[config.mk]
export PLATFORM = sky130hd
export DESIGN_NAME = circular_queue_unique_enqueue_core
export DESIGN_NICKNAME = d
export VERILOG_FILES = /design/src/sv/cque_pkg.sv /design/src/sv/cque_slot_ram.sv /design/src/sv/cque_ctrl.sv /design/src/sv/circular_queue_unique_enqueue_core.sv
export SDC_FILE = /design/constraint.sdc
export NUM_CORES = 1
export LEC_CHECK = 0
export BUFFER_PORTS_ARGS = -buffer_cell sky130_fd_sc_hd__buf_4
export CELL_PAD_IN_SITES_DETAIL_PLACEMENT = 0
export CELL_PAD_IN_SITES_GLOBAL_PLACEMENT = 1
export CORE_MARGIN = 5
export CORE_UTILIZATION = 45
export DETAILED_ROUTE_END_ITERATION = 16
export PLACE_DENSITY = 0.85
export SLEW_MARGIN = 20
export SYNTH_ARGS = -nofsm -noshare
export SYNTH_HDL_FRONTEND = slang
export SYNTH_SLANG_ARGS = --single-unit
[constraint.sdc]
create_clock -name clk_i -period 4.3 [get_ports clk_i]
set_clock_uncertainty 0.2 [all_clocks]
set_input_delay 0.43 -clock clk_i [delete_from_list [all_inputs] [get_ports clk_i]]
set_output_delay 0.43 -clock clk_i [all_outputs]
set_load 0.01 [all_outputs]
[src/sv/cque_pkg.sv]
// Shared types, constants and helpers for the circular queue with unique enqueue.
package cque_pkg;

  // Queue depth and derived widths
  localparam int unsigned CAPACITY = 8;
  localparam int unsigned IDX_W    = (CAPACITY > 1) ? $clog2(CAPACITY) : 1;
  localparam int unsigned CNT_W    = $clog2(CAPACITY + 1);

  // Byte held by an empty slot ('#')
  localparam logic [7:0] EMPTY_MARK = 8'd35;

  // Stream data widths, padded to whole bytes
  localparam int unsigned S_TDATA_W = 16;
  localparam int unsigned M_TDATA_W = 24;

  typedef logic [IDX_W-1:0] idx_t;
  typedef logic [CNT_W-1:0] cnt_t;

  typedef enum logic [1:0] {
    OP_ENQ      = 2'd0,
    OP_ENQ_UNIQ = 2'd1,
    OP_DEQ      = 2'd2,
    OP_COUNT    = 2'd3
  } op_e;

  typedef enum logic [1:0] {
    ST_OK    = 2'd0,
    ST_FULL  = 2'd1,
    ST_EMPTY = 2'd2,
    ST_DUP   = 2'd3
  } st_e;

  // Slot store request from the sequencer
  typedef struct packed {
    logic       wr_en;   // store wdata at addr_w, mark slot occupied
    logic       clr_en;  // mark slot at addr_w empty
    idx_t       addr_w;
    logic [7:0] wdata;
    logic       rd_en;
    idx_t       rd_addr;
  } ram_req_t;

  // One finished result
  typedef struct packed {
    logic [3:0] fill_level;
    logic [3:0] match_count;
    st_e        status;
    logic [7:0] read_byte;
  } res_t;

  // Circular index increment
  function automatic idx_t idx_inc(input idx_t i);
    idx_t r;
    if (i == idx_t'(CAPACITY - 1)) begin
      r = '0;
    end else begin
      r = i + 1'b1;
    end
    return r;
  endfunction

endpackage

[src/sv/cque_slot_ram.sv]
// Slot store: byte memory with per-slot occupied bits, one write and one registered read.
module cque_slot_ram
  import cque_pkg::*;
(
  input  logic       clk_i,
  input  logic       rst_ni,
  input  ram_req_t   req_i,
  output logic [7:0] rdata_o
);

  logic [7:0]          mem [CAPACITY];
  logic [CAPACITY-1:0] occ_q;
  logic [7:0]          rdata_q;
  logic                rocc_q;

  // Data array, no reset
  always_ff @(posedge clk_i) begin
    if (req_i.wr_en) begin
      mem[req_i.addr_w] <= req_i.wdata;
    end
    if (req_i.rd_en) begin
      rdata_q <= mem[req_i.rd_addr];
    end
  end

  // Occupied bits and registered read flag
  always_ff @(posedge clk_i or negedge rst_ni) begin
    if (!rst_ni) begin
      occ_q  <= '0;
      rocc_q <= 1'b0;
    end else begin
      if (req_i.wr_en) begin
        occ_q[req_i.addr_w] <= 1'b1;
      end else if (req_i.clr_en) begin
        occ_q[req_i.addr_w] <= 1'b0;
      end
      if (req_i.rd_en) begin
        rocc_q <= occ_q[req_i.rd_addr];
      end
    end
  end

  // A slot never written or since emptied reads as the marker
  assign rdata_o = rocc_q ? rdata_q : EMPTY_MARK;

endmodule

[src/sv/cque_ctrl.sv]
// Sequencer: pointers, fill count and the shared byte compare walked over the slots.
module cque_ctrl
  import cque_pkg::*;
(
  input  logic       clk_i,
  input  logic       rst_ni,
  input  logic       in_valid_i,
  output logic       in_ready_o,
  input  op_e        in_op_i,
  input  logic [7:0] in_byte_i,
  output ram_req_t   ram_req_o,
  input  logic [7:0] ram_rdata_i,
  output logic       res_valid_o,
  input  logic       res_ready_i,
  output res_t       res_o
);

  typedef enum logic [2:0] {
    S_IDLE,
    S_WALK,
    S_TALLY,
    S_DEQ_RD,
    S_DONE
  } state_e;

  state_e     state_q, state_d;
  op_e        op_q, op_d;
  logic [7:0] byte_q, byte_d;
  idx_t       head_q, head_d;
  idx_t       tail_q, tail_d;
  cnt_t       fill_q, fill_d;
  idx_t       walk_q, walk_d;
  cnt_t       acc_q, acc_d;
  logic       cmp_pend_q, cmp_pend_d;
  logic [7:0] rbyte_q, rbyte_d;
  st_e        st_q, st_d;
  cnt_t       mcnt_q, mcnt_d;

  logic       full;
  logic       empty;
  logic       eq;
  cnt_t       total;

  assign full  = (fill_q == cnt_t'(CAPACITY));
  assign empty = (fill_q == '0);

  // Shared compare unit: last read slot against the latched byte
  assign eq    = (ram_rdata_i == byte_q);
  assign total = acc_q + cnt_t'(eq);

  // Next-state logic
  always_comb begin
    state_d    = state_q;
    op_d       = op_q;
    byte_d     = byte_q;
    head_d     = head_q;
    tail_d     = tail_q;
    fill_d     = fill_q;
    walk_d     = walk_q;
    acc_d      = acc_q;
    cmp_pend_d = (state_q == S_WALK);
    rbyte_d    = rbyte_q;
    st_d       = st_q;
    mcnt_d     = mcnt_q;
    ram_req_o  = '0;

    if (cmp_pend_q && eq) begin
      acc_d = acc_q + 1'b1;
    end

    case (state_q)
      S_IDLE: begin
        if (in_valid_i) begin
          op_d    = in_op_i;
          byte_d  = in_byte_i;
          walk_d  = '0;
          acc_d   = '0;
          rbyte_d = '0;
          mcnt_d  = '0;
          st_d    = ST_OK;
          state_d = S_DONE;
          case (in_op_i)
            OP_ENQ: begin
              if (full) begin
                st_d = ST_FULL;
              end else begin
                ram_req_o.wr_en  = 1'b1;
                ram_req_o.addr_w = tail_q;
                ram_req_o.wdata  = in_byte_i;
                tail_d           = idx_inc(tail_q);
                fill_d           = fill_q + 1'b1;
              end
            end
            OP_ENQ_UNIQ: begin
              if (full) begin
                st_d = ST_FULL;
              end else begin
                state_d = S_WALK;
              end
            end
            OP_DEQ: begin
              if (empty) begin
                st_d = ST_EMPTY;
              end else begin
                // Read the head and free its slot in the same cycle
                ram_req_o.rd_en   = 1'b1;
                ram_req_o.rd_addr = head_q;
                ram_req_o.clr_en  = 1'b1;
                ram_req_o.addr_w  = head_q;
                fill_d            = fill_q - 1'b1;
                if (fill_q == cnt_t'(1)) begin
                  head_d = '0;
                  tail_d = '0;
                end else begin
                  head_d = idx_inc(head_q);
                end
                state_d = S_DEQ_RD;
              end
            end
            OP_COUNT: begin
              state_d = S_WALK;
            end
            default: begin
              state_d = S_DONE;
            end
          endcase
        end
      end

      // One slot read per cycle, compared in the cycle after its read
      S_WALK: begin
        ram_req_o.rd_en   = 1'b1;
        ram_req_o.rd_addr = walk_q;
        if (walk_q == idx_t'(CAPACITY - 1)) begin
          state_d = S_TALLY;
        end else begin
          walk_d = walk_q + 1'b1;
        end
      end

      // Last compare lands here; decide count or unique enqueue
      S_TALLY: begin
        state_d = S_DONE;
        if (op_q == OP_COUNT) begin
          mcnt_d = total;
        end else if (total != '0) begin
          st_d = ST_DUP;
        end else begin
          ram_req_o.wr_en  = 1'b1;
          ram_req_o.addr_w = tail_q;
          ram_req_o.wdata  = byte_q;
          tail_d           = idx_inc(tail_q);
          fill_d           = fill_q + 1'b1;
        end
      end

      S_DEQ_RD: begin
        rbyte_d = ram_rdata_i;
        state_d = S_DONE;
      end

      S_DONE: begin
        if (res_ready_i) begin
          state_d = S_IDLE;
        end
      end

      default: begin
        state_d = S_IDLE;
      end
    endcase
  end

  // State and registered result
  always_ff @(posedge clk_i or negedge rst_ni) begin
    if (!rst_ni) begin
      state_q    <= S_IDLE;
      op_q       <= OP_ENQ;
      byte_q     <= '0;
      head_q     <= '0;
      tail_q     <= '0;
      fill_q     <= '0;
      walk_q     <= '0;
      acc_q      <= '0;
      cmp_pend_q <= 1'b0;
      rbyte_q    <= '0;
      st_q       <= ST_OK;
      mcnt_q     <= '0;
    end else begin
      state_q    <= state_d;
      op_q       <= op_d;
      byte_q     <= byte_d;
      head_q     <= head_d;
      tail_q     <= tail_d;
      fill_q     <= fill_d;
      walk_q     <= walk_d;
      acc_q      <= acc_d;
      cmp_pend_q <= cmp_pend_d;
      rbyte_q    <= rbyte_d;
      st_q       <= st_d;
      mcnt_q     <= mcnt_d;
    end
  end

  assign in_ready_o        = (state_q == S_IDLE);
  assign res_valid_o       = (state_q == S_DONE);
  assign res_o.read_byte   = rbyte_q;
  assign res_o.status      = st_q;
  assign res_o.match_count = 4'(mcnt_q);
  assign res_o.fill_level  = 4'(fill_q);

endmodule

[src/sv/circular_queue_unique_enqueue_core.sv]
// Top level: circular byte queue with unique enqueue, stream ports and output register.
// Per item: enqueue, or a refusal on a full or empty queue, goes straight to the result;
// a dequeue reads the head slot first; count and enqueue-if-absent walk every slot, then tally.
// No new item is taken until its result is handed to the output register. The count walk reads
// one slot a cycle through the single slot-store read port and one byte comparator.
// Reset (rst_ni low, asynchronous): queue empty, every slot reads as '#', no result held.
module circular_queue_unique_enqueue_core
  import cque_pkg::*;
(
  input  logic                 clk_i,
  input  logic                 rst_ni,
  input  logic                 s_axis_tvalid,
  output logic                 s_axis_tready,
  // [1:0] operation, [9:2] data_byte, [15:10] zero
  input  logic [S_TDATA_W-1:0] s_axis_tdata,
  output logic                 m_axis_tvalid,
  input  logic                 m_axis_tready,
  // [7:0] read_byte, [9:8] status, [13:10] match_count, [17:14] fill_level, [23:18] zero
  output logic [M_TDATA_W-1:0] m_axis_tdata
);

  ram_req_t             ram_req;
  logic [7:0]           ram_rdata;
  logic                 res_valid;
  logic                 res_ready;
  res_t                 res;
  logic                 out_vld_q;
  logic [M_TDATA_W-1:0] out_data_q;

  cque_slot_ram u_ram (
    .clk_i   (clk_i),
    .rst_ni  (rst_ni),
    .req_i   (ram_req),
    .rdata_o (ram_rdata)
  );

  cque_ctrl u_ctrl (
    .clk_i       (clk_i),
    .rst_ni      (rst_ni),
    .in_valid_i  (s_axis_tvalid),
    .in_ready_o  (s_axis_tready),
    .in_op_i     (op_e'(s_axis_tdata[1:0])),
    .in_byte_i   (s_axis_tdata[9:2]),
    .ram_req_o   (ram_req),
    .ram_rdata_i (ram_rdata),
    .res_valid_o (res_valid),
    .res_ready_i (res_ready),
    .res_o       (res)
  );

  // Output register frees the sequencer once a result is handed over
  assign res_ready = !out_vld_q || m_axis_tready;

  always_ff @(posedge clk_i or negedge rst_ni) begin
    if (!rst_ni) begin
      out_vld_q  <= 1'b0;
      out_data_q <= '0;
    end else begin
      if (res_valid && res_ready) begin
        out_vld_q  <= 1'b1;
        out_data_q <= {6'b0, res.fill_level, res.match_count, res.status, res.read_byte};
      end else if (m_axis_tready) begin
        out_vld_q <= 1'b0;
      end
    end
  end

  assign m_axis_tvalid = out_vld_q;
  assign m_axis_tdata  = out_data_q;

endmodule

==> results.md <==
* Placer Congestion at 0.858
* I/O pins at 46
* Combinational power share at 29.7%
* Async S/R FF share, synth at between 50 and 60%
* Max-Cap Viols at 0
* Hold slack at 0.0141 ns
* Synth top area share at 31.2%
* Die Area at roughly 0.018 sq mm
* Worst path cell trace: or4b_1 -> o22ai_1 -> o32ai_1 -> nor2_1 -> ha_1 -> ha_1 -> or3_1 -> nor4_1 -> nor2_1 -> nor4_1 -> buf_4
* Initial Util at a little under half
* DR iter-0 viols at just under 400
* Flop pwr share at 42.4%
* CTS buffer count at 17
* Run status: finished, final reports clean
* Setup tns final at 0 ns
* CORE AREA at approximately 0.015 sq mm
* Largest net degree at the start of global routing at 74
* Post-CTS setup buffers at 0
* Max Fclk at 0.255 GHz
* Port Buffers at 33
* Nets at 645
* Synth Area in Compound Gates at 12.5%
* Crit path DAT at approximately 3.9 ns
* Slowest stage cell, crit path: dfrtp_2
* Clock power frac at 27.9%
* Via count at between 4000 and 5000
* Slew @ Worst Pin at 1.10 ns
* Top cells by area, synth: edfxtp_1, dfrtp_1, mux2_2
* Count leader, synth: dfrtp_1
* Post-Synth XOR/XNOR Area at under 10%
* Clk slew on worst S/H paths at 0.06 ns
* Switching part of the total power at ~36%
* Fin util at 52.5%
* Cell Rows at 45
* Global-route wire length before repair at roughly 24 mm
* CTS max path bufs at 2
* Register area share after synthesis at about 58%
* Critical Path Stages at 11
* DRT antenna net count at 0
* Setup CP Type: register to register
* CTS tree: done
* Worst EP required at 4.24 ns
* DR vias/cell at approximately 5.9
* Layout cells sized above 1 at roughly a fifth
* Worst hold path stage count at 3
* Unrepaired setup endpoints after global routing: false
* Startpoint Class: register
* Synth cell types at 68
* Register Area at 0.00399 sq mm
* Element type at the critical path end: register
* Wire length per cell at 18.2 um
* Area delta synth->final at 14.9%
* Main combinational cell family by area after synthesis: simple AND/OR/NAND/NOR gates
* Detailed Place HPWL at 10.2 mm
* Avg Cell Area, Syn at 12.1 sq um
* Fillers at 1249
* Fin. max-slew vios at 0
* Top_reg_cell synth: dfrtp_1
* Final period util at 91.2%
* Die span in x at 134 um
* Total track usage at 17.1%
* Final min period at ~3.9 ns
* CP top delay family: simple AND/OR/NAND/NOR gates
* Fin area at 0.00796 sq mm
* Post-Syn Instances at between 500 and 600
* Synth area leader: edfxtp_1
* #FFs+latches synth at 145
* Worst Hold Class: input pin to register
* Skew-Pair Late Insertion Delay at 0.43 ns
* Max rail drop VDD at 315 uV
* Multi-input logic area at ~0.0027 sq mm
* Switching power at 1.82 mW
* Placed cell areas at 0.00733 sq mm
* Synth cell count leaders: dfrtp_1, edfxtp_1, nand2_1, mux2i_1, mux2_2
* Final hold vios at 0
* Vias in the first global route at 4523
* Warnings, synthesis at 0
* Num Clock Sinks at 145
* H-tree levels at 4
* Static leakage at 3.30 nW
* Diode count at 0
* GR Overflow Total at 0
* Simple-Gate Fraction of Synth Area at ~14%
* Power Dens Cells at around 640 mW/mm^2
* Die height at 134 um
* # setup viols final at 0
* Worst Path Buf+Inv at 1
* Reg2reg path depth at 11
* Slew headroom at 26.7%
* EDFF count, synth at 72
* Worst R2R Setup Slack at 0.38 ns
* Initial antenna violation count at 0
* Post-synthesis adder-cell area fraction at under 10%
* Mux share of post-synthesis cell area at 8.28%
* Largest stage delay, worst path at 0.51 ns
* Root Buffer: clkbuf_16
* Drt pass-1 iters at 5
* Total Wirelength at 14.8 mm
* Total power at 5.10 mW
* Int Power at 3.27 mW
* CP max FO at 14
* DRC viols at 0
* Synthesized area at about 0.0069 sq mm
==> final timing paths <==
check	start	to
max	u_ram.rocc_q$_DFFE_PN0P_	u_ram.mem[5][5]$_DFFE_PP_
min	s_axis_tdata[2]	u_ctrl.byte_q[0]$_DFFE_PN0P_
max reg2reg	u_ram.rocc_q$_DFFE_PN0P_	u_ram.mem[5][5]$_DFFE_PP_
min reg2reg	m_axis_tdata[14]$_DFFE_PN0P_	m_axis_tdata[14]$_DFFE_PN0P_
max in group asynchronous	rst_ni	u_ram.rocc_q$_DFFE_PN0P_
min in group asynchronous	rst_ni	u_ctrl.head_q[0]$_DFFE_PN0P_
==> final cells by class <==
type,count,share of cell area (%)
inverters,16,0.755
flip-flops and latches,145,50.2
repair buffers,53,5.16
well taps,188,2.96
clock buffers,17,5.35
multi-input cells,380,33.8
clock inverters,15,1.82
==> worst register-to-register path, stage by stage, from the launching register on <==
cell,delay [ns]
dfrtp_2,0.51
or4b_1,0.47
o22ai_1,0.17
o32ai_1,0.15
nor2_1,0.15
ha_1,0.20
ha_1,0.26
or3_1,0.47
nor4_1,0.40
nor2_1,0.17
nor4_1,0.24
buf_4,0.24
==> cells in the final DEF (no fill, tap or decap), types with 18 or more instances in the layout <==
| cell | instances |
|---|---|
| mux2i_1 | 28 |
| mux2_2 | 26 |
| a21oi_1 | 18 |
| edfxtp_1 | 72 |
| nand2_1 | 68 |
| buf_4 | 48 |
| dfrtp_1 | 72 |
| nor2_1 | 20 |
| a211oi_1 | 18 |
==> kinds of logic (layout without fill, tap and decap cells) <==
| family | Yosys count | count (layout) |
|---|---|---|
| AND/OR/NAND/NOR | 182 | 182 |
| AO/OA/AOI/OAI | 115 | 115 |
| adder cells (fa/ha/maj) | 12 | 12 |
| multiplexers | 54 | 54 |
| buffers and inverters | 53 | 101 |
| other | 1 | 6 |
| XOR/XNOR | 11 | 11 |
| flip-flops | 145 | 145 |
==> metal layers <==
layer / GRT usage, % / share of wire, % / routed length [um] / vias to the layer above
met5: 0 / 0 / 0 / -
met4: 5.32 / 1.2 / 183 / 0
met3: 4.46 / 4.8 / 711 / 14
met2: 27.1 / 48 / 7160 / 128
met1: 23.3 / 46 / 6750 / 2382
li1: - / - / - / 2241
==> stage by stage <==
stage	cells	setup WS (ns)
2_1_floorplan	578	0.157
3_3_place_gp	777	0.357
3_5_place_dp	777	0.260
4_1_cts	814	0.204
5_1_grt	814	0.125
6_report	814	0.380
==> flip-flops by register name (all words and copies together), names as in the netlist, 2 cells and up, named ones only <==
name / flops
u_ctrl.head_q: 3
u_ram.rdata_q: 8
u_ctrl.acc_q: 4
u_ctrl.op_q: 2
u_ctrl.st_q: 2
m_axis_tdata: 18
u_ctrl.walk_q: 3
u_ctrl.fill_q: 4
u_ram.mem: 64
u_ctrl.rbyte_q: 8
u_ctrl.tail_q: 3
u_ctrl.byte_q: 8
u_ctrl.mcnt_q: 4
u_ctrl.state_q: 3
==> power by group through the flow <==
stage	clock, mW	sequential (mW)	combinational, mW
after floorplan	0	2.05	1.16
after global placement	0	2.15	1.45
after detailed placement	0	2.18	1.50
after CTS	1.44	2.15	1.51
after global routing	1.50	2.21	1.68
final	1.42	2.16	1.51
==> timing repair <==
item | CTS | global route
setup endpoints to repair | 0 | 32
endpoints found under the hold margin | 77 | 0
resized for setup | 0 | 2
hold buffers | 5 | 0
(Power assumes the default switching activity.)
